<file path="src/hw/rtl/bsa_pkg.sv">
// ============================================================================
// bsa_pkg
// Shared types and constants for the bitmap slot allocator.
// ============================================================================
package bsa_pkg;

   localparam int WORD_BITS     = 32;
   localparam int BIT_IDX_W     = 5;
   localparam int SLOT_W        = 11;
   localparam int STORE_WORDS   = 64;   // 11-bit slot index reaches 64 words
   localparam int NUM_WORDS_DEF = 64;

   typedef enum logic {
      OP_ALLOC   = 1'b0,
      OP_RELEASE = 1'b1
   } op_type;

   typedef enum logic {
      STATUS_OK   = 1'b0,
      STATUS_FULL = 1'b1
   } status_type;

   typedef enum logic {
      ST_IDLE,
      ST_UPDATE
   } state_type;

   // result of one read-modify-write of a bitmap word
   typedef struct packed {
      logic [WORD_BITS-1:0] word;
      logic [BIT_IDX_W-1:0] bit_sel;
      logic                 full;
   } upd_result_type;

endpackage

</file>
<file path="src/hw/rtl/bsa_word_update.sv">
// ============================================================================
// bsa_word_update
// Modifies one bitmap word: set lowest zero bit, or clear a given bit.
// ============================================================================
module bsa_word_update
   import bsa_pkg::*;
(
   input  logic                 op,
   input  logic [BIT_IDX_W-1:0] bit_idx,
   input  logic [WORD_BITS-1:0] word,
   output upd_result_type       result
);

   logic [BIT_IDX_W-1:0] low_zero;
   logic [BIT_IDX_W-1:0] sel;
   logic [WORD_BITS-1:0] onehot;
   logic [WORD_BITS-1:0] new_word;

   // lowest clear bit; priority from the top down so bit 0 wins
   always_comb begin
      low_zero = '0;
      for (int i = WORD_BITS - 1; i >= 0; i--) begin
         if (!word[i]) begin
            low_zero = BIT_IDX_W'(i);
         end
      end
   end

   always_comb begin
      sel      = (op == OP_ALLOC) ? low_zero : bit_idx;
      onehot   = WORD_BITS'(1) << sel;
      new_word = (op == OP_ALLOC) ? (word | onehot) : (word & ~onehot);
      result.word    = new_word;
      result.bit_sel = sel;
      result.full    = &new_word;
   end

endmodule

</file>
<file path="src/hw/rtl/bitmap_slot_allocator_unit.sv">
// ============================================================================
// bitmap_slot_allocator_unit
// Occupancy bitmap allocator: allocate lowest free slot, release a slot.
// ============================================================================
// A request beat passes through ST_IDLE and ST_UPDATE: the bitmap lives in
// a synchronous RAM of 32-bit words, so the read is issued on accept and
// ST_UPDATE does modify and write-back; the next request follows write-back.
// A per-word full flag in flops picks the first non-full word at accept
// time, so allocation needs no scan of the RAM. A per-word valid bit makes
// a never-written word read as all free; there is no clearing pass after
// reset. The response sits in an output register, so a new request is
// accepted while an earlier response is still stalled. Allocate on a full
// bitmap returns slot 0 with status full; release of a slot beyond the
// words in use is ignored and answers slot 0, status ok.
// ============================================================================
module bitmap_slot_allocator_unit
   import bsa_pkg::*;
#(
   parameter int NUM_WORDS = NUM_WORDS_DEF
)(
   input  logic              clock,
   input  logic              reset,
   // request channel
   input  logic              req_valid,
   output logic              req_stall,
   input  logic              req_opcode,
   input  logic [SLOT_W-1:0] req_slot_index,
   // response channel
   output logic              rsp_valid,
   input  logic              rsp_stall,
   output logic [SLOT_W-1:0] rsp_granted_slot,
   output logic              rsp_status
);

   // words actually present, capped by the slot index range
   localparam int WORDS = (NUM_WORDS > STORE_WORDS) ? STORE_WORDS : NUM_WORDS;
   localparam int WIDX  = (WORDS > 1) ? $clog2(WORDS) : 1;
   localparam int WSEL_W = SLOT_W - BIT_IDX_W;

   // --- bitmap RAM ---
   logic [WORD_BITS-1:0] mem [WORDS];
   logic [WORD_BITS-1:0] rd_data_ff;
   logic                 rd_en;
   logic [WIDX-1:0]      rd_addr;
   logic                 wr_en;

   // --- per-word flags ---
   logic [WORDS-1:0]     full_ff, full_in;
   logic [WORDS-1:0]     valid_ff, valid_in;

   // --- control and captured request ---
   state_type            state_ff, state_in;
   logic                 op_ff, op_in;
   logic [WIDX-1:0]      widx_ff, widx_in;
   logic [BIT_IDX_W-1:0] bidx_ff, bidx_in;
   logic                 skip_ff, skip_in;   // alloc failed or release out of range

   // --- response register ---
   logic                 rsp_valid_ff, rsp_valid_in;
   logic [SLOT_W-1:0]    granted_ff, granted_in;
   logic                 status_ff, status_in;

   // --- first non-full word ---
   logic                 free_found;
   logic [WIDX-1:0]      free_idx;
   logic [WSEL_W-1:0]    rel_word;
   logic                 rel_oob;
   logic                 go;
   logic [WORD_BITS-1:0] cur_word;
   upd_result_type       upd;

   always_comb begin
      free_found = 1'b0;
      free_idx   = '0;
      for (int i = WORDS - 1; i >= 0; i--) begin
         if (!full_ff[i]) begin
            free_found = 1'b1;
            free_idx   = WIDX'(i);
         end
      end
   end

   assign rel_word = req_slot_index[SLOT_W-1:BIT_IDX_W];
   assign rel_oob  = {1'b0, rel_word} >= (WSEL_W + 1)'(WORDS);

   // never-written words read as all free
   assign cur_word = valid_ff[widx_ff] ? rd_data_ff : '0;

   bsa_word_update u_update (
      .op      (op_ff),
      .bit_idx (bidx_ff),
      .word    (cur_word),
      .result  (upd)
   );

   // RAM: registered read, one write port
   always_ff @(posedge clock) begin
      if (rd_en) begin
         rd_data_ff <= mem[rd_addr];
      end
      if (wr_en) begin
         mem[widx_ff] <= upd.word;
      end
   end

   always_ff @(posedge clock) begin
      if (reset) begin
         state_ff     <= ST_IDLE;
         full_ff      <= '0;
         valid_ff     <= '0;
         rsp_valid_ff <= 1'b0;
      end else begin
         state_ff     <= state_in;
         full_ff      <= full_in;
         valid_ff     <= valid_in;
         rsp_valid_ff <= rsp_valid_in;
      end
   end

   always_ff @(posedge clock) begin
      op_ff      <= op_in;
      widx_ff    <= widx_in;
      bidx_ff    <= bidx_in;
      skip_ff    <= skip_in;
      granted_ff <= granted_in;
      status_ff  <= status_in;
   end

   always_comb begin
      state_in     = state_ff;
      op_in        = op_ff;
      widx_in      = widx_ff;
      bidx_in      = bidx_ff;
      skip_in      = skip_ff;
      full_in      = full_ff;
      valid_in     = valid_ff;
      granted_in   = granted_ff;
      status_in    = status_ff;
      rsp_valid_in = rsp_valid_ff && rsp_stall;
      req_stall    = 1'b1;
      rd_en        = 1'b0;
      rd_addr      = '0;
      wr_en        = 1'b0;
      go           = !rsp_valid_ff || !rsp_stall;

      unique case (state_ff)
         ST_IDLE: begin
            // stall is low here, so a valid beat is accepted
            req_stall = 1'b0;
            if (req_opcode == OP_ALLOC) begin
               rd_addr = free_idx;
            end else begin
               rd_addr = rel_word[WIDX-1:0];
            end
            if (req_valid) begin
               rd_en    = 1'b1;
               op_in    = req_opcode;
               widx_in  = rd_addr;
               bidx_in  = req_slot_index[BIT_IDX_W-1:0];
               skip_in  = (req_opcode == OP_ALLOC) ? !free_found : rel_oob;
               state_in = ST_UPDATE;
            end
         end
         ST_UPDATE: begin
            if (go) begin
               wr_en        = !skip_ff;
               rsp_valid_in = 1'b1;
               if (!skip_ff) begin
                  full_in[widx_ff]  = upd.full;
                  valid_in[widx_ff] = 1'b1;
               end
               if (op_ff == OP_ALLOC && !skip_ff) begin
                  granted_in = SLOT_W'({widx_ff, upd.bit_sel});
               end else begin
                  granted_in = '0;
               end
               status_in = (op_ff == OP_ALLOC && skip_ff) ? STATUS_FULL : STATUS_OK;
               state_in  = ST_IDLE;
            end
         end
         default: begin
            state_in = ST_IDLE;
         end
      endcase
   end

   assign rsp_valid        = rsp_valid_ff;
   assign rsp_granted_slot = granted_ff;
   assign rsp_status       = status_ff;

endmodule
</file>
<file path="config.mk">
export PLATFORM = sky130hd
export DESIGN_NAME = bitmap_slot_allocator_unit
export DESIGN_NICKNAME = d
export VERILOG_FILES = /design/src/hw/rtl/bsa_pkg.sv /design/src/hw/rtl/bsa_word_update.sv /design/src/hw/rtl/bitmap_slot_allocator_unit.sv
export SDC_FILE = /design/constraint.sdc
export NUM_CORES = 2
export LEC_CHECK = 0
export ABC_AREA = 1
export BUFFER_PORTS_ARGS = -buffer_cell sky130_fd_sc_hd__buf_2
export CORE_MARGIN = 4
export CORE_UTILIZATION = 41
export DETAILED_ROUTE_END_ITERATION = 7
export PLACE_DENSITY = 0.6
export SYNTH_ARGS = -nofsm -noshare
export SYNTH_HDL_FRONTEND = slang
export SYNTH_SLANG_ARGS = --single-unit
export TNS_END_PERCENT = 1
</file>
<file path="constraint.sdc">
create_clock -name clock -period 7.9 [get_ports clock]
set_input_delay 1.58 -clock clock [delete_from_list [all_inputs] [get_ports clock]]
set_output_delay 1.58 -clock clock [all_outputs]
set_load 0.02 [all_outputs]
</file>
Word-level counts from Yosys, hierarchy flattened
Memories as Yosys holds them, arrays and structs flattened. A register that Yosys moved wholly into a read port is not among the register bits. Cells that the tools add are included. W data, S select, Z words.

Bits in registers: 155. Bits in latches: 0. RAM bits: 2048. Bits in read-only memories: 0. Input port bits: 16. Output and inout bits: 14. Word-level logic and storage cells: 216. Memories: 1.

Memory list: mem (depth 64, width 32, rd ports 1, clocked after memory_dff 1, wr ports 1, line bitmap_slot_allocator_unit.sv:41) `logic [WORD_BITS-1:0] mem [WORDS];`.

Add/subtract/negate cells: 0. Multiply operators: 0. Div/mod/pow operators: 0. Magnitude comparators: 2. Equal/unequal tests: 0. Shift-type cells: 1. Mux-type cells: 182. Bitwise operators: 7. Reduce and logical (&&, ||, !) cells: 13.

Operator list (count): $mux W6 (66); $mux W5 (33); $mux W1 (77); $bwmux W64 (1); $mux W32 (2); $or A64 B64 Y64 (1); $and A32 B32 Y32 (1); $not A32 Y32 (1); $or A32 B32 Y32 (1); $reduce_and A32 Y1 (1); $shl A1 B5 Y32 const A (1); $lt A6 B7 Y1 const B (1); $bmux W1 S6 (1); $demux W1 S6 (1); $ge A6 B1 Y1 const B (1); $logic_and A1 B1 Y1 (4); $logic_not A1 Y1 (4); $reduce_and A2 Y1 (2); $not A1 Y1 (3); $reduce_and A3 Y1 (1); $pmux W1 S2 (1); $logic_or A1 B1 Y1 (1).

Depth between registers and ports, before layout
Word-level depth: 66. Depth in mapped cells: 76.

Cells and area by module
A second synthesis with hierarchy kept.

Cells, all modules: 9035. Area total of the unflattened synthesis: 98682.1 um^2.

By module, submodules not included: bitmap_slot_allocator_unit (instances 1, cells each 8694, area an instance 97141.9 um^2, sequential area each 65813.1 um^2); bsa_word_update (instances 1, cells each 341, area an instance 1540.2 um^2, sequential area each 0.0 um^2).

Least setup slack after synthesis
No wires, ideal clock.

Path kind: register -> register. Start point: reg widx_ff[0]. End point: reg full_ff[50]. Setup time: 0.077 ns. Data arrival time: 6.905 ns. Path slack: 0.918 ns. Stages on the path, launching flop included: 38. Buffers on the path: 2. Period minus slack after synthesis: 6.982 ns. Cell sequence: edfxtp_1 > buf_6 > inv_6 > nor3_2 > a22o_1 > a221oi_2 > nand4_1 > o21ai_1 > nand2_1 > a221oi_2 > nand2_2 > inv_2 > nor2_1 > nand2_1 > nand4_1 > nand3_1 > nand2_1 > nand2_1 > [2 not listed] > a21oi_1 > o31a_1 > o21ai_1 > nand2_1 > nand2_1 > nand3_2 > o21ai_2 > inv_2 > nor2_2 > nand2_1 > nor2_1 > nand2_1 > o21ai_0 > nand4_1 > nor4_2 > nand2_2 > buf_6 > a21oi_2.

Longest elaborated chain between the ends: 42. Elaborated cells between the ends (all ways): 48. Those cells by class: 2 x order compare; 1 x shift; 40 x mux; 3 x bitwise; 2 x reduce/logical.

RTL lines: start, declared (line bitmap_slot_allocator_unit.sv:54) `logic [WIDX-1:0] widx_ff, widx_in;`; start signal, assigned (line bitmap_slot_allocator_unit.sv:122) `widx_ff <= widx_in;`; $bmux W1 S6 * (line bitmap_slot_allocator_unit.sv:87) `assign cur_word = valid_ff[widx_ff] ? rd_data_ff : '0;`; $mux W1 (implied by the code) * (line bitmap_slot_allocator_unit.sv:87); $mux W32 * (line bitmap_slot_allocator_unit.sv:87); $mux W5 (32 in series) (line bsa_word_update.sv:23) `if (!word[i]) begin`; $mux W5 (line bsa_word_update.sv:30) `sel = (op == OP_ALLOC) ? low_zero : bit_idx;`; $shl A1 B5 Y32 (line bsa_word_update.sv:31) `onehot = WORD_BITS'(1) << sel;`; $not A32 Y32 (line bsa_word_update.sv:32) `new_word = (op == OP_ALLOC) ? (word | onehot) : (word & ~onehot);`; $and A32 B32 Y32 (line bsa_word_update.sv:32); $mux W32 * (line bsa_word_update.sv:32); via u_update.new_word[6] (line bsa_word_update.sv:17) `logic [WORD_BITS-1:0] new_word;`; $reduce_and A32 Y1 * (line bsa_word_update.sv:35) `result.full = &new_word;`; $bwmux W64 * (line bitmap_slot_allocator_unit.sv:169) `full_in[widx_ff] = upd.full;`; end signal, assigned (line bitmap_slot_allocator_unit.sv:114) `full_ff <= full_in;`; end, declared (line bitmap_slot_allocator_unit.sv:48) `logic [WORDS-1:0] full_ff, full_in;`.

The timed path passes the listed nets; every way through them passes the cells marked *. The select of a mux whose other input is x is not followed. A chain may end at the register's enable or synchronous reset.

Worst setup path in the final report
Start point: reg full_ff[63]. End point: reg rd_data_ff[21], read port of mem (data pin).

Longest elaborated chain between the ends: 66.

RTL lines: $mux W6 (64 in series) (line bitmap_slot_allocator_unit.sv:76) `if (!full_ff[i]) begin`; $mux W6 (line bitmap_slot_allocator_unit.sv:150) `if (req_opcode == OP_ALLOC) begin`; $mux W6 (line bitmap_slot_allocator_unit.sv:146) `unique case (state_ff)`; end, declared (line bitmap_slot_allocator_unit.sv:42) `logic [WORD_BITS-1:0] rd_data_ff;`.

Every way passes these cells.

==> qor.txt <==
======================================================================================
Met1 routed wirelength after detailed routing                                   126 mm
Tightest Pin Transition                                                        1.28 ns
Data arrival, critical path                                                    7.98 ns
Share of cell area taken by muxes after synthesis                                   0%
Sequential-to-total area share from yosys stat                                   66.9%
Adder and majority cell fraction of the synthesized area                            0%
Post-Route WL                                                                   309 mm
Leakage Power                                                                0.0414 µW
Number of remaining DRC errors                                                       0
Total via count after detailed routing                                          68,900
Largest family of logic cells by synthesized area                         simple AND/OR/NAND/NOR gates
Maximum number of pins on one net before global-route repair                       194
Net Switching                                                                  5990 µW
Maximum number of buffers from clock root to sink                                    3
GRT Resource Usage Total                                                         24.1%
EDFF count, synth                                                                2,105
Clock slew at the register clock pins of the worst setup and hold paths        0.06 ns
Mean area per synthesized cell                                                11.1 µm²
Max-cap violation count                                                              0
Top cell by count, worst path                                                  nand2_1
Final Instance Area                                                          0.110 mm²
Unrepaired setup endpoints after global routing                                     no
Number of top-level pins                                                            30
CTS tree                                                                           yes
Top-count cell post-synth                                                      nand3_1
Number of global-route vias before repair                                       64,500
Antenna violations before repair                                                    16
First-pass iteration count of the detailed router                                    6
Area taken by flip-flops and latches                                        0.0658 mm²
Slowest-stage cell, CP                                                           buf_4
Wire length of the first global-routing pass                                    446 mm
CP Capture Type                                                              flip-flop
Most instantiated cells after synthesis                                   nand3_1 (2,340), edfxtp_1 (2,105), nand2_1 (1,134), inv_1 (1,049), nand3b_1 (830)
Grt ovf                                                                              0
Worst Slack Setup Final                                                       0.650 ns
Ys flop type                                                                  edfxtp_1
Filler Cell Count                                                               21,600
Number of warning messages in the yosys log                                          0
Async set or reset register ratio after synthesis                                   0%
Share of the synthesized area in compound gates (AO/OA/AOI/OAI)                  1.79%
Maximum clock rate                                                             138 MHz
Top sig layer                                                                     met5
Detail Route Antenna Nets                                                            0
Layout cell share with drive strength beyond 1                                   8.27%
Root buffer cell                                                             clkbuf_16
Pre-CTS setup slack                                                           0.514 ns
Clock power frac                                                                 41.8%
Time the worst path needs with I/O delays and setup                            7.25 ns
Area contributors post-synth                                              edfxtp_1 (64%), nand3_1 (12%), nand3b_1 (6.3%), nand2_1 (4.3%), inv_1 (4.0%)
Biggest area consumer among synthesized cells                                 edfxtp_1
Net switching fraction of the power                                              23.7%
DP Wirelength                                                                   158 mm
Layout area overhead                                                             11.5%
Worst min-delay path class                                                  reg -> reg
Die width                                                                       498 µm
Met2 Wirelength                                                                 135 mm
Number of hold-repair buffers added at the cts stage                                 0
Length of routed met3 wiring                                                   33.5 mm
Post-route fraction of the period consumed by the critical path                  91.8%
Post-synthesis net count                                                         8,879
Vertical die dimension                                                          498 µm
Top-area cell type share of the netlist area                                     64.3%
Total die area                                                               0.248 mm²
Worst-path fanout max                                                              154
Final setup violating endpoints                                                      0
Average wire per cell in the routed design                                     25.6 µm
Maximum single-stage delay on the critical path                                0.58 ns
Post-CTS resize count                                                                0
Number of nets at the end of the flow                                            8,721
Tightest slew margin relative to the limit                                       14.7%
Effective utilization at floorplan                                               41.3%
Number of setup buffers added after CTS                                              0
Num rows                                                                           179
Max-slew violations                                                                  0
Req. time, crit path                                                           8.63 ns
XOR/XNOR share of the synthesized area                                              0%
Cell area after placement                                                    0.102 mm²
Status                                                                    complete, no violations
Mapped Area                                                                 0.0984 mm²
Skew final                                                                   0.0375 ns
Category of the worst setup path launch point                                flip-flop
Routed via count divided by cell count                                            5.70
Number of H-tree levels                                                              4
Cts bufs inserted                                                                  229
Simple-gate share of the synthesized area                                        24.2%
Flip-flop and latch count after synthesis                                        2,235
Final Core Density                                                               46.0%
Proportion of power drawn by flip-flops and latches                              51.2%
Worst hold-check slack                                                        0.471 ns
Sink Count                                                                       2,235
Worst ir drop on vdd                                                          0.185 mV
Insertion delay of the later-clocked pin in the worst-skew pair                0.89 ns
Unique masters post-synth                                                           44
Total core area                                                              0.238 mm²
Power Dens Cells                                                            231 mW/mm²
Combined area of the multi-input logic cells                                0.0265 mm²
Final hold violations                                                                0
Combinational Power Share                                                         7.0%
IO buf count                                                                        29
Type of the worst setup path                                                reg -> reg
RePlAce Congestion                                                               0.874
First-iteration detailed-routing DRC count                                       8,863
Post-Synthesis Cells                                                             8,863
Cell Int Power                                                               19,300 µW
======================================================================================
## cells by family after synthesis
kind of cell           after synthesis
AO/OA/AOI/OAI                      260
buffers and inverters             1678
flip-flops                        2235
AND/OR/NAND/NOR                   4690
## flip-flops by register name (all words and copies together), names as in the netlist, 5 cells and up
signal            cells
widx_ff               6
full_ff              64
mem                2048
rd_data_ff           32
valid_ff             64
rsp_granted_slot     11
bidx_ff               5
## power by group through the flow
stage / registers [µW] / logic (µW) / clock network [µW]
2_1_floorplan: 13200 / 1070 / 0
3_3_place_gp: 13200 / 1720 / 0
3_5_place_dp: 13200 / 1730 / 0
4_1_cts: 13000 / 1740 / 10700
5_1_grt: 13000 / 1880 / 11200
6_report: 13000 / 1760 / 10600
## worst paths after layout
check | startpoint | endpoint | slack, ns | depth (start not counted)
worst max-delay path | full_ff[63] | rd_data_ff[21] | 0.65 | 75
worst max register to register | full_ff[63] | rd_data_ff[21] | 0.65 | 75
worst min-delay path | valid_ff[39] | valid_ff[39] | 0.47 | 2
worst min register to register | valid_ff[39] | valid_ff[39] | 0.47 | 2
## worst max-delay path, delay by kind of cell (launching register included)
kind | cells | cell delay (ns)
and+or+nand+nor | 72 | 5.31
buffers and inverters | 3 | 1.07
DFF | 1 | 0.33
## cells in the final DEF (no fill, tap or decap), drive strengths merged, types with 2 or more instances in the layout
cell type	instances
or2	2
a21boi	5
nand3b	830
o21ai	98
a22o	13
o211ai	32
a22oi	7
nor3	27
bufinv	16
a221oi	7
dfxtp	130
inv	1068
a31oi	5
clkinvlp	3
nand3	2341
nand4	24
nand2	1137
clkbuf	315
nor4	3
nor2	326
buf	227
clkinv	86
a21oi	88
edfxtp	2105
diode	16
## metrics by stage
step           total power (µW)  setup TNS, ns  std cells
3_5_place_dp              14900              0      11600
4_1_cts                   25400              0      12100
5_1_grt                   26100              0      12100
3_3_place_gp              14900         -0.154      11600
2_1_floorplan             14200              0       8863
6_report                  25300              0      12100
## final cells by class
cell class | instances | share of cell area, %
antenna | 16 | 0.0365
clock buffer | 315 | 5.68
clock inverter | 111 | 0.959
inverter | 1062 | 3.67
multi-input combinational | 4950 | 24.2
sequential | 2235 | 60.0
tap | 3167 | 3.61
timing repair buffer | 227 | 1.86
## routing by layer
layer	GRT usage, %	vias to the layer above
li1	-	30700
met1	33.6	34200
met2	36.2	3470
met3	5.44	558
met4	10.8	2
met5	0	-
(Power assumes the default switching activity.)
